**config.mk**
```make
export PLATFORM = sky130hd
export DESIGN_NAME = line_ring_vector_estimator_top
export DESIGN_NICKNAME = d
export VERILOG_FILES = /design/src/hdl/lrve_pkg.sv /design/src/hdl/lrve_ctrl.sv /design/src/hdl/lrve_datapath.sv /design/src/hdl/line_ring_vector_estimator_top.sv
export SDC_FILE = /design/constraint.sdc
export NUM_CORES = 2
export LEC_CHECK = 0
export ABC_AREA = 1
export BUFFER_PORTS_ARGS = -buffer_cell sky130_fd_sc_hd__buf_2
export CORE_MARGIN = 2
export CORE_UTILIZATION = 50
export DETAILED_ROUTE_END_ITERATION = 8
export GPL_TIMING_DRIVEN = 0
export PLACE_DENSITY = 0.66
export SYNTH_ARGS = -nofsm -noshare
export SYNTH_HDL_FRONTEND = slang
export SYNTH_SLANG_ARGS = --single-unit
```
**constraint.sdc**
```tcl
create_clock -name clock -period 13.78 [get_ports clock]
set_input_delay 1.378 -clock clock [delete_from_list [all_inputs] [get_ports clock]]
set_output_delay 1.378 -clock clock [all_outputs]
set_load 0.02 [all_outputs]
```
**src/hdl/lrve_pkg.sv**
```systemverilog
// Shared types, constants and lookup tables of the line ring vector estimator.
package lrve_pkg;

   // ring geometry and number formats
   localparam int RING_SENSORS = 24;
   localparam int WORD_W       = RING_SENSORS + 3;
   localparam int FRAC_BITS    = 14;
   localparam int IDX_W        = 5;
   localparam int CNT_W        = 5;
   localparam int RUN_W        = 4;
   localparam int SUM_W        = 21;
   localparam int DIV_BITS     = 20;
   localparam int COR_W        = 34;

   // angle units: 2^32 per turn
   localparam logic signed [COR_W-1:0] TURN_HALF = 34'sd2147483648;
   localparam logic signed [COR_W-1:0] TURN_FULL = 34'sd4294967296;

   // configuration register indexes
   localparam logic REG_IGNORE_MASK = 1'b0;

   // side sensor codes
   localparam logic [2:0] SIDE_NONE  = 3'd0;
   localparam logic [2:0] SIDE_LEFT  = 3'd1;
   localparam logic [2:0] SIDE_RIGHT = 3'd2;
   localparam logic [2:0] SIDE_BOTH  = 3'd3;
   localparam logic [2:0] SIDE_REAR  = 3'd4;

   localparam logic signed [8:0] SIDE_ANG_LEFT  = 9'sd90;
   localparam logic signed [8:0] SIDE_ANG_RIGHT = -9'sd90;
   localparam logic signed [8:0] SIDE_ANG_BOTH  = 9'sd0;
   localparam logic signed [8:0] SIDE_ANG_REAR  = 9'sd180;

   // datapath operations issued by the controller
   typedef enum logic [3:0] {
      OP_NONE, OP_LOAD, OP_SCAN, OP_FIX, OP_DIV_INIT, OP_DIV, OP_SAT,
      OP_COR_INIT, OP_COR, OP_CLAMP, OP_ROUND, OP_MUL, OP_COMMIT
   } op_type;

   typedef struct packed {
      op_type op;
   } cmd_type;

   typedef struct packed {
      logic scan_last;
      logic div_last;
      logic cor_last;
   } stat_type;

   typedef enum logic [3:0] {
      ST_IDLE, ST_SCAN, ST_FIX, ST_DIV_INIT, ST_DIV, ST_SAT, ST_COR_INIT,
      ST_COR, ST_CLAMP, ST_ROUND, ST_MUL, ST_DONE
   } state_type;

   // cosine of ring sensor idx (15 degree pitch), Q2.14
   function automatic logic signed [15:0] ring_cos(input logic [IDX_W-1:0] idx);
      logic signed [15:0] v;
      unique case (idx)
         5'd0:  v = 16'sd16384;
         5'd1:  v = 16'sd15826;
         5'd2:  v = 16'sd14189;
         5'd3:  v = 16'sd11585;
         5'd4:  v = 16'sd8192;
         5'd5:  v = 16'sd4240;
         5'd6:  v = 16'sd0;
         5'd7:  v = -16'sd4240;
         5'd8:  v = -16'sd8192;
         5'd9:  v = -16'sd11585;
         5'd10: v = -16'sd14189;
         5'd11: v = -16'sd15826;
         5'd12: v = -16'sd16384;
         5'd13: v = -16'sd15826;
         5'd14: v = -16'sd14189;
         5'd15: v = -16'sd11585;
         5'd16: v = -16'sd8192;
         5'd17: v = -16'sd4240;
         5'd18: v = 16'sd0;
         5'd19: v = 16'sd4240;
         5'd20: v = 16'sd8192;
         5'd21: v = 16'sd11585;
         5'd22: v = 16'sd14189;
         5'd23: v = 16'sd15826;
         default: v = 16'sd0;
      endcase
      return v;
   endfunction

   // sine is the cosine a quarter turn back
   function automatic logic signed [15:0] ring_sin(input logic [IDX_W-1:0] idx);
      logic [IDX_W-1:0] j;
      j = (idx >= 5'd6) ? 5'(idx - 5'd6) : 5'(idx + 5'd18);
      return ring_cos(j);
   endfunction

   // arctangent of 2^-k in 2^32 units per turn
   function automatic logic [29:0] atan_val(input logic [CNT_W-1:0] k);
      logic [29:0] v;
      unique case (k)
         5'd0:  v = 30'd536870912;
         5'd1:  v = 30'd316933406;
         5'd2:  v = 30'd167458907;
         5'd3:  v = 30'd85004756;
         5'd4:  v = 30'd42667331;
         5'd5:  v = 30'd21354465;
         5'd6:  v = 30'd10679838;
         5'd7:  v = 30'd5340245;
         5'd8:  v = 30'd2670163;
         5'd9:  v = 30'd1335087;
         5'd10: v = 30'd667544;
         5'd11: v = 30'd333772;
         5'd12: v = 30'd166886;
         5'd13: v = 30'd83443;
         5'd14: v = 30'd41722;
         5'd15: v = 30'd20861;
         5'd16: v = 30'd10430;
         5'd17: v = 30'd5215;
         5'd18: v = 30'd2608;
         5'd19: v = 30'd1304;
         5'd20: v = 30'd652;
         5'd21: v = 30'd326;
         5'd22: v = 30'd163;
         5'd23: v = 30'd81;
         5'd24: v = 30'd41;
         5'd25: v = 30'd20;
         5'd26: v = 30'd10;
         5'd27: v = 30'd5;
         5'd28: v = 30'd3;
         5'd29: v = 30'd1;
         default: v = 30'd0;
      endcase
      return v;
   endfunction

endpackage

```
**src/hdl/lrve_ctrl.sv**
```systemverilog
// Sequencing state machine of the line ring vector estimator.
module lrve_ctrl (
   input  logic               clock,
   input  logic               reset,
   input  logic               req_valid,
   output logic               req_ready,
   output logic               rsp_valid,
   input  logic               rsp_ready,
   input  lrve_pkg::stat_type stat,
   output lrve_pkg::cmd_type  cmd
);

   lrve_pkg::state_type state_ff, state_in;
   logic                rsp_valid_ff, rsp_valid_in;

   // state and result-valid registers
   always_ff @(posedge clock) begin
      if (reset) begin
         state_ff     <= lrve_pkg::ST_IDLE;
         rsp_valid_ff <= 1'b0;
      end else begin
         state_ff     <= state_in;
         rsp_valid_ff <= rsp_valid_in;
      end
   end

   // next state and datapath commands
   always_comb begin
      state_in     = state_ff;
      cmd.op       = lrve_pkg::OP_NONE;
      req_ready    = 1'b0;
      rsp_valid_in = rsp_valid_ff & ~rsp_ready;
      unique case (state_ff)
         lrve_pkg::ST_IDLE: begin
            req_ready = 1'b1;
            if (req_valid) begin
               cmd.op   = lrve_pkg::OP_LOAD;
               state_in = lrve_pkg::ST_SCAN;
            end
         end
         lrve_pkg::ST_SCAN: begin
            cmd.op = lrve_pkg::OP_SCAN;
            if (stat.scan_last) state_in = lrve_pkg::ST_FIX;
         end
         lrve_pkg::ST_FIX: begin
            cmd.op   = lrve_pkg::OP_FIX;
            state_in = lrve_pkg::ST_DIV_INIT;
         end
         lrve_pkg::ST_DIV_INIT: begin
            cmd.op   = lrve_pkg::OP_DIV_INIT;
            state_in = lrve_pkg::ST_DIV;
         end
         lrve_pkg::ST_DIV: begin
            cmd.op = lrve_pkg::OP_DIV;
            if (stat.div_last) state_in = lrve_pkg::ST_SAT;
         end
         lrve_pkg::ST_SAT: begin
            cmd.op   = lrve_pkg::OP_SAT;
            state_in = lrve_pkg::ST_COR_INIT;
         end
         lrve_pkg::ST_COR_INIT: begin
            cmd.op   = lrve_pkg::OP_COR_INIT;
            state_in = lrve_pkg::ST_COR;
         end
         lrve_pkg::ST_COR: begin
            cmd.op = lrve_pkg::OP_COR;
            if (stat.cor_last) state_in = lrve_pkg::ST_CLAMP;
         end
         lrve_pkg::ST_CLAMP: begin
            cmd.op   = lrve_pkg::OP_CLAMP;
            state_in = lrve_pkg::ST_ROUND;
         end
         lrve_pkg::ST_ROUND: begin
            cmd.op   = lrve_pkg::OP_ROUND;
            state_in = lrve_pkg::ST_MUL;
         end
         lrve_pkg::ST_MUL: begin
            cmd.op   = lrve_pkg::OP_MUL;
            state_in = lrve_pkg::ST_DONE;
         end
         lrve_pkg::ST_DONE: begin
            // write the result word once the output register is free
            if (!rsp_valid_ff || rsp_ready) begin
               cmd.op       = lrve_pkg::OP_COMMIT;
               rsp_valid_in = 1'b1;
               state_in     = lrve_pkg::ST_IDLE;
            end
         end
         default: state_in = lrve_pkg::ST_IDLE;
      endcase
   end

   assign rsp_valid = rsp_valid_ff;

endmodule

```
**src/hdl/lrve_datapath.sv**
```systemverilog
// Datapath: ring scan, run-sum divider, vectoring CORDIC, escape and side logic.
module lrve_datapath #(
   parameter int CORDIC_STEPS = 16
) (
   input  logic                          clock,
   input  logic                          reset,
   input  lrve_pkg::cmd_type             cmd,
   output lrve_pkg::stat_type            stat,
   input  logic [lrve_pkg::RING_SENSORS-1:0] ignore_mask,
   input  logic [lrve_pkg::WORD_W-1:0]   req_sensor_word,
   output logic                          rsp_line_on,
   output logic [3:0]                    rsp_run_count,
   output logic signed [15:0]            rsp_line_x,
   output logic signed [15:0]            rsp_line_y,
   output logic signed [12:0]            rsp_line_angle,
   output logic                          rsp_line_appeared,
   output logic [3:0]                    rsp_first_sector,
   output logic signed [15:0]            rsp_go_x,
   output logic signed [15:0]            rsp_go_y,
   output logic [2:0]                    rsp_side_code,
   output logic signed [8:0]             rsp_side_angle
);

   localparam int RS = lrve_pkg::RING_SENSORS;
   localparam int CW = lrve_pkg::COR_W;
   localparam int SW = lrve_pkg::SUM_W;

   // negate with saturation
   function automatic logic signed [15:0] neg_sat(input logic signed [15:0] v);
      return (v == -16'sd32768) ? 16'sd32767 : -v;
   endfunction

   // one restoring division step: {remainder, quotient shift register}
   function automatic logic [23:0] div_step(input logic [3:0] r, input logic [19:0] q,
                                           input logic [3:0] d);
      logic [4:0] r2;
      r2 = {r, q[19]};
      if (r2 >= {1'b0, d}) return {4'(r2 - {1'b0, d}), q[18:0], 1'b1};
      else return {r2[3:0], q[18:0], 1'b0};
   endfunction

   // negated mean from the quotient magnitude and the sign of the sum
   function automatic logic signed [15:0] mean_neg(input logic neg, input logic [19:0] q);
      logic signed [20:0] nq;
      nq = -$signed({1'b0, q});
      if (neg) return (q > 20'd32767) ? 16'sd32767 : 16'(q);
      else return (q > 20'd32768) ? -16'sd32768 : 16'(nq);
   endfunction

   // frame and scan state
   logic [lrve_pkg::WORD_W-1:0] word_ff, word_in;
   logic [lrve_pkg::CNT_W-1:0]  cnt_ff, cnt_in;
   logic                        have_ff, have_in, inrun_ff, inrun_in;
   logic [lrve_pkg::IDX_W-1:0]  fu_ff, fu_in, lu_ff, lu_in, prev_ff, prev_in;
   logic [lrve_pkg::RUN_W-1:0]  nrun_ff, nrun_in;
   logic signed [lrve_pkg::SUM_W-1:0] sx_ff, sx_in, sy_ff, sy_in;
   // divider
   logic [lrve_pkg::DIV_BITS-1:0] qx_ff, qx_in, qy_ff, qy_in;
   logic [3:0]                    rx_ff, rx_in, ry_ff, ry_in;
   // line vector and CORDIC
   logic signed [15:0]  lx_ff, lx_in, ly_ff, ly_in;
   logic signed [CW-1:0] cx_ff, cx_in, cy_ff, cy_in, cz_ff, cz_in;
   logic [32:0]          zc_ff, zc_in;
   logic signed [12:0]   angle_ff, angle_in;
   logic signed [31:0]   px_ff, px_in, py_ff, py_in;
   logic                 appeared_ff, appeared_in;
   // persistent state
   logic                 was_on_ff, was_on_in;
   logic signed [15:0]   first_x_ff, first_x_in, first_y_ff, first_y_in;
   logic [3:0]           sector_ff, sector_in;
   logic signed [12:0]   held_angle_ff, held_angle_in;
   logic signed [8:0]    held_side_ff, held_side_in;
   logic signed [15:0]   go_x_ff, go_x_in, go_y_ff, go_y_in;
   // result word
   logic                 o_on_ff, o_on_in, o_app_ff, o_app_in;
   logic [3:0]           o_runs_ff, o_runs_in, o_sector_ff, o_sector_in;
   logic signed [15:0]   o_lx_ff, o_lx_in, o_ly_ff, o_ly_in;
   logic signed [15:0]   o_gx_ff, o_gx_in, o_gy_ff, o_gy_in;
   logic signed [12:0]   o_angle_ff, o_angle_in;
   logic [2:0]           o_side_ff, o_side_in;
   logic signed [8:0]    o_side_ang_ff, o_side_ang_in;

   // control state
   always_ff @(posedge clock) begin
      if (reset) begin
         cnt_ff        <= '0;
         was_on_ff     <= 1'b0;
         first_x_ff    <= '0;
         first_y_ff    <= '0;
         sector_ff     <= '0;
         held_angle_ff <= '0;
         held_side_ff  <= '0;
         go_x_ff       <= '0;
         go_y_ff       <= '0;
      end else begin
         cnt_ff        <= cnt_in;
         was_on_ff     <= was_on_in;
         first_x_ff    <= first_x_in;
         first_y_ff    <= first_y_in;
         sector_ff     <= sector_in;
         held_angle_ff <= held_angle_in;
         held_side_ff  <= held_side_in;
         go_x_ff       <= go_x_in;
         go_y_ff       <= go_y_in;
      end
   end

   // payload registers
   always_ff @(posedge clock) begin
      word_ff       <= word_in;
      have_ff       <= have_in;
      inrun_ff      <= inrun_in;
      fu_ff         <= fu_in;
      lu_ff         <= lu_in;
      prev_ff       <= prev_in;
      nrun_ff       <= nrun_in;
      sx_ff         <= sx_in;
      sy_ff         <= sy_in;
      qx_ff         <= qx_in;
      qy_ff         <= qy_in;
      rx_ff         <= rx_in;
      ry_ff         <= ry_in;
      lx_ff         <= lx_in;
      ly_ff         <= ly_in;
      cx_ff         <= cx_in;
      cy_ff         <= cy_in;
      cz_ff         <= cz_in;
      zc_ff         <= zc_in;
      angle_ff      <= angle_in;
      px_ff         <= px_in;
      py_ff         <= py_in;
      appeared_ff   <= appeared_in;
      o_on_ff       <= o_on_in;
      o_app_ff      <= o_app_in;
      o_runs_ff     <= o_runs_in;
      o_sector_ff   <= o_sector_in;
      o_lx_ff       <= o_lx_in;
      o_ly_ff       <= o_ly_in;
      o_gx_ff       <= o_gx_in;
      o_gy_ff       <= o_gy_in;
      o_angle_ff    <= o_angle_in;
      o_side_ff     <= o_side_in;
      o_side_ang_ff <= o_side_ang_in;
   end

   // step counter end marks
   assign stat.scan_last = (cnt_ff == 5'(RS - 1));
   assign stat.div_last  = (cnt_ff == 5'(lrve_pkg::DIV_BITS - 1));
   assign stat.cor_last  = (cnt_ff == 5'(CORDIC_STEPS - 1));

   logic                       masked, lit, merge, on, app, sl, sr, sb;
   logic [lrve_pkg::IDX_W-1:0] vsel;
   logic signed [lrve_pkg::SUM_W-1:0] ax, ay;
   logic [23:0]                dx_step, dy_step;
   logic signed [CW-1:0]       x0, y0, shx, shy, at, zz;
   logic [45:0]                zprod;
   logic signed [13:0]         aext;
   logic [13:0]                av;
   logic [3:0]                 sec;
   logic signed [15:0]         fx, fy;
   logic signed [32:0]         dot;

   always_comb begin
      // hold by default
      word_in = word_ff;  cnt_in = cnt_ff;  have_in = have_ff;  inrun_in = inrun_ff;
      fu_in = fu_ff;  lu_in = lu_ff;  prev_in = prev_ff;  nrun_in = nrun_ff;
      sx_in = sx_ff;  sy_in = sy_ff;  qx_in = qx_ff;  qy_in = qy_ff;
      rx_in = rx_ff;  ry_in = ry_ff;  lx_in = lx_ff;  ly_in = ly_ff;
      cx_in = cx_ff;  cy_in = cy_ff;  cz_in = cz_ff;  zc_in = zc_ff;
      angle_in = angle_ff;  px_in = px_ff;  py_in = py_ff;  appeared_in = appeared_ff;
      was_on_in = was_on_ff;  first_x_in = first_x_ff;  first_y_in = first_y_ff;
      sector_in = sector_ff;  held_angle_in = held_angle_ff;  held_side_in = held_side_ff;
      go_x_in = go_x_ff;  go_y_in = go_y_ff;
      o_on_in = o_on_ff;  o_app_in = o_app_ff;  o_runs_in = o_runs_ff;
      o_sector_in = o_sector_ff;  o_lx_in = o_lx_ff;  o_ly_in = o_ly_ff;
      o_gx_in = o_gx_ff;  o_gy_in = o_gy_ff;  o_angle_in = o_angle_ff;
      o_side_in = o_side_ff;  o_side_ang_in = o_side_ang_ff;

      masked  = ignore_mask[cnt_ff];
      lit     = word_ff[cnt_ff];
      vsel    = lit ? cnt_ff : prev_ff;
      merge   = (nrun_ff >= 4'd2) && word_ff[fu_ff] && word_ff[lu_ff];
      on      = (nrun_ff != 4'd0);
      app     = on && !was_on_ff;
      ax      = '0;
      ay      = '0;
      dx_step = div_step(rx_ff, qx_ff, nrun_ff);
      dy_step = div_step(ry_ff, qy_ff, nrun_ff);
      x0      = CW'(lx_ff) <<< lrve_pkg::FRAC_BITS;
      y0      = CW'(ly_ff) <<< lrve_pkg::FRAC_BITS;
      shx     = cy_ff >>> cnt_ff;
      shy     = cx_ff >>> cnt_ff;
      at      = CW'(lrve_pkg::atan_val(cnt_ff));
      zz      = cz_ff + lrve_pkg::TURN_HALF;
      zprod   = 46'(zc_ff) * 46'd5760 + 46'd2147483648;
      aext    = 14'(angle_ff);
      av      = (angle_ff < -13'sd240) ? 14'(aext + 14'sd6000) : 14'(aext + 14'sd240);
      sec     = '0;
      for (int k = 1; k < 12; k++) begin
         if (av >= 14'(480 * k)) sec = 4'(sec + 4'd1);
      end
      fx      = app ? lx_ff : first_x_ff;
      fy      = app ? ly_ff : first_y_ff;
      dot     = 33'(px_ff) + 33'(py_ff);
      sl      = word_ff[RS];
      sr      = word_ff[RS + 1];
      sb      = word_ff[RS + 2];

      unique case (cmd.op)
         lrve_pkg::OP_LOAD: begin
            word_in  = req_sensor_word;
            cnt_in   = '0;
            have_in  = 1'b0;
            inrun_in = 1'b0;
            fu_in    = '0;
            lu_in    = '0;
            prev_in  = '0;
            nrun_in  = '0;
            sx_in    = '0;
            sy_in    = '0;
         end
         // one sensor per cycle; a run edge adds the end sensor's unit vector
         lrve_pkg::OP_SCAN: begin
            cnt_in = 5'(cnt_ff + 5'd1);
            if (!masked) begin
               if (!have_ff) begin
                  fu_in   = cnt_ff;
                  have_in = 1'b1;
               end
               lu_in   = cnt_ff;
               prev_in = cnt_ff;
               if (lit != inrun_ff) begin
                  sx_in    = sx_ff + SW'(lrve_pkg::ring_cos(vsel));
                  sy_in    = sy_ff + SW'(lrve_pkg::ring_sin(vsel));
                  inrun_in = lit;
                  if (lit) nrun_in = 4'(nrun_ff + 4'd1);
               end
            end
         end
         // close the last run, or fold it into the first across the wrap
         lrve_pkg::OP_FIX: begin
            if (merge) begin
               sx_in   = sx_ff - SW'(lrve_pkg::ring_cos(fu_ff));
               sy_in   = sy_ff - SW'(lrve_pkg::ring_sin(fu_ff));
               nrun_in = 4'(nrun_ff - 4'd1);
            end else if (inrun_ff) begin
               sx_in = sx_ff + SW'(lrve_pkg::ring_cos(lu_ff));
               sy_in = sy_ff + SW'(lrve_pkg::ring_sin(lu_ff));
            end
         end
         // magnitude plus half the divisor, rounding away from zero
         lrve_pkg::OP_DIV_INIT: begin
            ax     = sx_ff[lrve_pkg::SUM_W-1] ? -sx_ff : sx_ff;
            ay     = sy_ff[lrve_pkg::SUM_W-1] ? -sy_ff : sy_ff;
            qx_in  = 20'(ax) + 20'(nrun_ff >> 1);
            qy_in  = 20'(ay) + 20'(nrun_ff >> 1);
            rx_in  = '0;
            ry_in  = '0;
            cnt_in = '0;
         end
         lrve_pkg::OP_DIV: begin
            rx_in  = dx_step[23:20];
            qx_in  = dx_step[19:0];
            ry_in  = dy_step[23:20];
            qy_in  = dy_step[19:0];
            cnt_in = 5'(cnt_ff + 5'd1);
         end
         lrve_pkg::OP_SAT: begin
            lx_in = on ? mean_neg(sx_ff[lrve_pkg::SUM_W-1], qx_ff) : 16'sd0;
            ly_in = on ? mean_neg(sy_ff[lrve_pkg::SUM_W-1], qy_ff) : 16'sd0;
         end
         // left half plane is rotated by half a turn first
         lrve_pkg::OP_COR_INIT: begin
            cnt_in = '0;
            if (lx_ff < 16'sd0) begin
               cx_in = -x0;
               cy_in = -y0;
               cz_in = (ly_ff >= 16'sd0) ? lrve_pkg::TURN_HALF : -lrve_pkg::TURN_HALF;
            end else begin
               cx_in = x0;
               cy_in = y0;
               cz_in = '0;
            end
         end
         lrve_pkg::OP_COR: begin
            cnt_in = 5'(cnt_ff + 5'd1);
            if (cy_ff >= 0) begin
               cx_in = cx_ff + shx;
               cy_in = cy_ff - shy;
               cz_in = cz_ff + at;
            end else begin
               cx_in = cx_ff - shx;
               cy_in = cy_ff + shy;
               cz_in = cz_ff - at;
            end
         end
         lrve_pkg::OP_CLAMP: begin
            if (zz < 0) zc_in = '0;
            else if (zz > lrve_pkg::TURN_FULL) zc_in = 33'(lrve_pkg::TURN_FULL);
            else zc_in = 33'(zz);
         end
         // turn to 1/16 degree, rounded
         lrve_pkg::OP_ROUND: begin
            angle_in = 13'($signed({1'b0, zprod[44:32]}) - 14'sd2880);
         end
         // latch on first appearance, form the dot product terms
         lrve_pkg::OP_MUL: begin
            appeared_in = app;
            if (on) held_angle_in = angle_ff;
            if (app) begin
               first_x_in = lx_ff;
               first_y_in = ly_ff;
               sector_in  = sec;
            end
            px_in = lx_ff * fx;
            py_in = ly_ff * fy;
         end
         lrve_pkg::OP_COMMIT: begin
            was_on_in = on;
            if (on) begin
               if (dot < 0) begin
                  go_x_in = lx_ff;
                  go_y_in = ly_ff;
               end else if (dot == 0) begin
                  go_x_in = neg_sat(first_x_ff);
                  go_y_in = neg_sat(first_y_ff);
               end else begin
                  go_x_in = neg_sat(lx_ff);
                  go_y_in = neg_sat(ly_ff);
               end
            end
            // side sensors
            o_side_in     = lrve_pkg::SIDE_NONE;
            o_side_ang_in = held_side_ff;
            if (sl && !sr) begin
               o_side_in     = lrve_pkg::SIDE_LEFT;
               o_side_ang_in = lrve_pkg::SIDE_ANG_LEFT;
            end else if (!sl && sr) begin
               o_side_in     = lrve_pkg::SIDE_RIGHT;
               o_side_ang_in = lrve_pkg::SIDE_ANG_RIGHT;
            end else if (sl && sr && !sb) begin
               o_side_in     = lrve_pkg::SIDE_BOTH;
               o_side_ang_in = lrve_pkg::SIDE_ANG_BOTH;
            end else if (sb) begin
               o_side_in     = lrve_pkg::SIDE_REAR;
               o_side_ang_in = lrve_pkg::SIDE_ANG_REAR;
            end
            held_side_in = o_side_ang_in;
            o_on_in      = on;
            o_app_in     = appeared_ff;
            o_runs_in    = nrun_ff;
            o_sector_in  = sector_ff;
            o_lx_in      = lx_ff;
            o_ly_in      = ly_ff;
            o_angle_in   = held_angle_ff;
            o_gx_in      = go_x_in;
            o_gy_in      = go_y_in;
         end
         default: begin
         end
      endcase
   end

   assign rsp_line_on       = o_on_ff;
   assign rsp_run_count     = o_runs_ff;
   assign rsp_line_x        = o_lx_ff;
   assign rsp_line_y        = o_ly_ff;
   assign rsp_line_angle    = o_angle_ff;
   assign rsp_line_appeared = o_app_ff;
   assign rsp_first_sector  = o_sector_ff;
   assign rsp_go_x          = o_gx_ff;
   assign rsp_go_y          = o_gy_ff;
   assign rsp_side_code     = o_side_ff;
   assign rsp_side_angle    = o_side_ang_ff;

endmodule

```
**src/hdl/line_ring_vector_estimator_top.sv**
```systemverilog
// Top level of the line ring vector estimator: register port, controller, datapath.
//
//   channel | direction | handshake                 | word
//   req     | in        | req_valid / req_ready     | sensor_word (27 bits)
//   rsp     | out       | rsp_valid / rsp_ready     | line, escape and side fields
//   csr     | in/out    | psel, penable, pwrite     | ignore_mask at address 0
//
// From acceptance to its result word a frame takes one cycle per ring sensor for
// the scan, 20 divider steps and one CORDIC step per cycle, plus eight further
// steps (FIX, DIV_INIT, SAT, COR_INIT, CLAMP, ROUND, MUL, DONE). The controller
// returns to idle before the next frame is taken.
// A frame is accepted only while no other is being worked on; a finished word
// waits in the output register while the next frame is already accepted, and
// the last step stalls while that word is still unread.
// Reset is synchronous; the ignore mask returns to sensor 15 only.
module line_ring_vector_estimator_top #(
   parameter int CORDIC_STEPS = 16
) (
   input  logic                 clock,
   input  logic                 reset,
   input  logic                 req_valid,
   output logic                 req_ready,
   input  logic [26:0]          req_sensor_word,
   output logic                 rsp_valid,
   input  logic                 rsp_ready,
   output logic                 rsp_line_on,
   output logic [3:0]           rsp_run_count,
   output logic signed [15:0]   rsp_line_x,
   output logic signed [15:0]   rsp_line_y,
   output logic signed [12:0]   rsp_line_angle,
   output logic                 rsp_line_appeared,
   output logic [3:0]           rsp_first_sector,
   output logic signed [15:0]   rsp_go_x,
   output logic signed [15:0]   rsp_go_y,
   output logic [2:0]           rsp_side_code,
   output logic signed [8:0]    rsp_side_angle,
   input  logic                 psel,
   input  logic                 penable,
   input  logic                 pwrite,
   input  logic [2:0]           paddr,
   input  logic [31:0]          pwdata,
   output logic [31:0]          prdata,
   output logic                 pready
);

   localparam int RS = lrve_pkg::RING_SENSORS;

   logic [RS-1:0]      mask_ff, mask_in;
   lrve_pkg::cmd_type  cmd;
   lrve_pkg::stat_type stat;
   logic               sel_mask;

   // ignore mask register
   assign sel_mask = (paddr[2] == lrve_pkg::REG_IGNORE_MASK);
   always_comb begin
      mask_in = mask_ff;
      if (psel && penable && pwrite && sel_mask) mask_in = pwdata[RS-1:0];
   end

   always_ff @(posedge clock) begin
      if (reset) begin
         mask_ff <= RS'(32768);
      end else begin
         mask_ff <= mask_in;
      end
   end

   assign prdata = sel_mask ? 32'(mask_ff) : 32'd0;
   assign pready = 1'b1;

   lrve_ctrl u_ctrl (
      .clock     (clock),
      .reset     (reset),
      .req_valid (req_valid),
      .req_ready (req_ready),
      .rsp_valid (rsp_valid),
      .rsp_ready (rsp_ready),
      .stat      (stat),
      .cmd       (cmd)
   );

   lrve_datapath #(
      .CORDIC_STEPS (CORDIC_STEPS)
   ) u_datapath (
      .clock             (clock),
      .reset             (reset),
      .cmd               (cmd),
      .stat              (stat),
      .ignore_mask       (mask_ff),
      .req_sensor_word   (req_sensor_word),
      .rsp_line_on       (rsp_line_on),
      .rsp_run_count     (rsp_run_count),
      .rsp_line_x        (rsp_line_x),
      .rsp_line_y        (rsp_line_y),
      .rsp_line_angle    (rsp_line_angle),
      .rsp_line_appeared (rsp_line_appeared),
      .rsp_first_sector  (rsp_first_sector),
      .rsp_go_x          (rsp_go_x),
      .rsp_go_y          (rsp_go_y),
      .rsp_side_code     (rsp_side_code),
      .rsp_side_angle    (rsp_side_angle)
   );

   // a line is on exactly when runs were found
   a_on_runs: assert property (@(posedge clock) disable iff (reset)
      rsp_valid |-> (rsp_line_on == (rsp_run_count != 4'd0)))
      else $error("line_on disagrees with run_count");

   // no line: zero vector and no appearance
   a_off_zero: assert property (@(posedge clock) disable iff (reset)
      (rsp_valid && !rsp_line_on) |->
         (rsp_line_x == 16'sd0 && rsp_line_y == 16'sd0 && !rsp_line_appeared))
      else $error("line off but vector or appearance set");

   // on first appearance the escape direction is the negated line vector
   a_first_escape: assert property (@(posedge clock) disable iff (reset)
      (rsp_valid && rsp_line_appeared && rsp_line_x != -16'sd32768) |->
         (rsp_go_x == 16'(-rsp_line_x)))
      else $error("escape direction wrong on appearance");

   // after a frame is taken the block is busy
   a_busy: assert property (@(posedge clock) disable iff (reset)
      (req_valid && req_ready) |=> !req_ready)
      else $error("frame accepted while busy");

endmodule
```
==> flow_summary_export.csv <==
group,metric,value,unit
outcome,outcome,"finished clean",
grt,grt_pass1_wl,385000,um
synthesis,netlist.area_leader.share,0.200,
finish,area_growth_syn_to_layout,8.98,%
route,drcViolationCount,0,
sta,worst_pin_slew,1390,ps
floorplanning,initial_core_util,0.505,
synthesis,ys_ff_latch,656,
synthesis,yosys.area.top_type,"edfxtp_1",
worst_setup_path,cpPeakStageDelay,1070,ps
synthesis,ys_warn_count,0,
route,ant_nets,0,
finish,multiInputGateArea,46300,um^2
worst_setup_path,path_class,"register to register",
sta,hold_violations,0,
floorplanning,core_region_area,142000,um^2
grt,grt_pass1_vias,65697,
clock_network,cts_buffers,82,
clock_network,hold_buffers,0,
sta,slew_headroom,0.0735,
worst_setup_path,startpoint,"u_datapath.nrun_ff[1]",
finish,drive_above_1_share,0.0533,
sta,rsz0062_at_grt,"no",
worst_setup_path,end_kind,"register",
synthesis,synth_cell_type_count,77,
floorplanning,fp-row-count,138,
synthesis,synth_area_leaders,"edfxtp_1, fa_1, nand2_1, ha_1, inv_1",
sta,period_needed,11750,ps
synthesis,yosys.cell_count.top_type,"nand2_1",
worst_setup_path,cp.arrival,12140,ps
grt,grt_max_degree,64,
worst_setup_path,critical_path.max_fanout,10,
placement,globalplace.congestion,1.02,
floorplanning,dieArea,146000,um^2
placement,portBuffers,182,
floorplanning,num_io_pins,203,
clock_network,clk_latency,740,ps
worst_setup_path,r2r-end,"u_datapath.px_ff[29]",
synthesis,synthCells,9413,
finish,filler_cell_count,13653,
route,vias_per_cell,5.70,
worst_setup_path,cp_common_cell,"inv_1",
worst_setup_path,crit_required,14170,ps
placement,hpwl,208000,um
finish,finalNonFillerCells,11660,
worst_setup_path,r2r_slack,2030,ps
floorplanning,dieHeight,383,um
worst_setup_path,timing.rr.start,"u_datapath.nrun_ff[1]",
worst_setup_path,critPathBufInv,8,
worst_setup_path,crit_family,"compound AO/OA/AOI/OAI gates",
sta,skew,46.6,ps
sta,slew_violations,0,
flow_run,cap_violations,0,
clock_network,clk_pin_slew,60,ps
clock_network,cts_max_level,3,
route,routed_wl,255000,um
clock_network,cts_tree,"done",
route,vias,66464,
route,drtPass1Iterations,6,
route,wl_per_cell,21.8,um
placement,dp_cells,11504,
grt,overflow,0,
worst_setup_path,crit_path_end,"u_datapath.px_ff[29]",
finish,seqCellArea,17900,um^2
grt,grt_use_total,0.345,
synthesis,syn_avg_cell_area,7.62,um^2
clock_network,cts.repair.resized,0,
grt,antenna_found_initial,12,
floorplanning,die_w,383,um
route,drtIter0Drc,6717,
synthesis,netlist_top_cells_count,"nand2_1, inv_1, nor2_1",
worst_setup_path,rr_worst_depth,30,
min_path,hp-class,"register to register",
clock_network,clock_path_buffers,3,
clock_network,post_cts_buffers,0,
synthesis,synth_edf_count,477,
worst_setup_path,crit_path_start_kind,"register",
sta,fin_crit_sh,0.853,
worst_setup_path,crit_slowest_cell,"a21oi_1",
synthesis,ys_seq_area_frac,0.250,
sta,finalSetupTns,0,ps
sta,max_freq,0.0851,GHz
clock_network,cts.sinks,656,
finish,fin_nets,10867,
clock_network,root_buffer,"clkbuf_16",
synthesis,synthFlopType,"edfxtp_1",
synthesis,syn_area,71700,um^2
sta,final-setup-viol-count,0,
synthesis,synthArstFlopShare,0,
worst_setup_path,crit_cells,30,
[final cells by class]
cell class / instances / area share
sequential: 656 / 0.229
buffer: 311 / 0.0172
clock buffer: 101 / 0.0289
multi-input combinational: 6808 / 0.593
clock inverter: 51 / 0.00676
timing repair buffer: 194 / 0.0152
antenna: 4 / 0.000128
tap: 1890 / 0.0303
inverter: 1645 / 0.0791
[sequential cells by signal, summed over array words and instances (netlist names), 24 cells and up, named ones only]
register            cells
u_datapath.cx_ff       34
u_datapath.cy_ff       34
u_datapath.cz_ff       34
u_datapath.zc_ff       33
u_datapath.px_ff       32
u_datapath.py_ff       32
u_datapath.at          30
u_datapath.word_ff     27
mask_ff                24
[worst min path at each step]
stage,start,to,slack [ps],depth (start not counted)
final,u_datapath.appeared_ff,u_datapath.rsp_line_appeared,430,0
after global routing,u_datapath.held_angle_ff[0],u_datapath.rsp_line_angle[0],440,0
after CTS,u_datapath.held_angle_ff[3],u_datapath.rsp_line_angle[3],420,0
after detailed placement,u_datapath.held_angle_ff[3],u_datapath.rsp_line_angle[3],410,0
after global placement,u_datapath.appeared_ff,u_datapath.rsp_line_appeared,410,0
after floorplan,u_datapath.appeared_ff,u_datapath.rsp_line_appeared,400,0
[metal layers]
layer | GRT usage | routed length, um | up-vias
li1 | - | - | 31137
met1 | 0.456 | 106000 | 31935
met2 | 0.559 | 115000 | 2825
met3 | 0.0529 | 20700 | 567
met4 | 0.158 | 13000 | 0
met5 | 0 | 0 | -
[placed cells by master (no fill, tap or decap), types with 14 or more instances in the layout]
cell type,count
a211oi_1,19
a21boi_0,15
a21o_1,14
a21oi_1,697
a31oi_1,46
buf_1,30
buf_2,212
buf_4,14
clkbuf_1,235
clkbuf_16,86
clkinv_1,39
dfxtp_1,179
edfxtp_1,477
fa_1,596
ha_1,504
inv_1,1592
inv_2,21
mux2i_1,24
nand2_1,1844
nand3_1,286
nand3b_1,16
nand4_1,81
nor2_1,908
nor3_1,125
nor4_1,30
o211ai_1,69
o21a_1,63
o21ai_0,724
o21ai_1,100
o21bai_1,22
o221ai_1,44
o22ai_1,23
o31ai_1,19
or2_2,53
xnor2_1,103
xor2_1,250
[cells by family after synthesis]
logic type	Yosys count	share of synthesized area
flops	656	0.250
fa+ha+maj	1100	0.254
simple gates	3393	0.194
buf+inv	1956	0.105
compound gates	1928	0.150
other cells	2	0.000105
mux	24	0.00335
xor+xnor	354	0.0434
[worst register-to-register path: cells and delay by family, from the launching register on]
| kind | cells | cell delay [ps] |
|---|---|---|
| AND/OR/NAND/NOR | 4 | 1410 |
| adder cells (fa/ha/maj) | 7 | 2840 |
| AO/OA/AOI/OAI | 10 | 3630 |
| buffers and inverters | 8 | 2000 |
| XOR/XNOR | 1 | 760 |
| flip-flops | 1 | 790 |
[stage by stage]
| stage | util | hold WS, ps | worst slack (ps) | cell area, um^2 |
|---|---|---|---|---|
| global route | 0.550 | 438 | 1600 | 78100 |
| finish | 0.550 | 428 | 2030 | 78100 |
| CTS | 0.550 | 421 | 2440 | 78100 |
| global placement | 0.528 | 405 | 2520 | 75000 |
| detailed placement | 0.531 | 412 | 2430 | 75300 |
| floorplan | - | 400 | 6040 | 71700 |
Power is left out: the tool's default activity adds up to more than one toggle a clock period on the data nets, which glitch-free logic cannot reach.
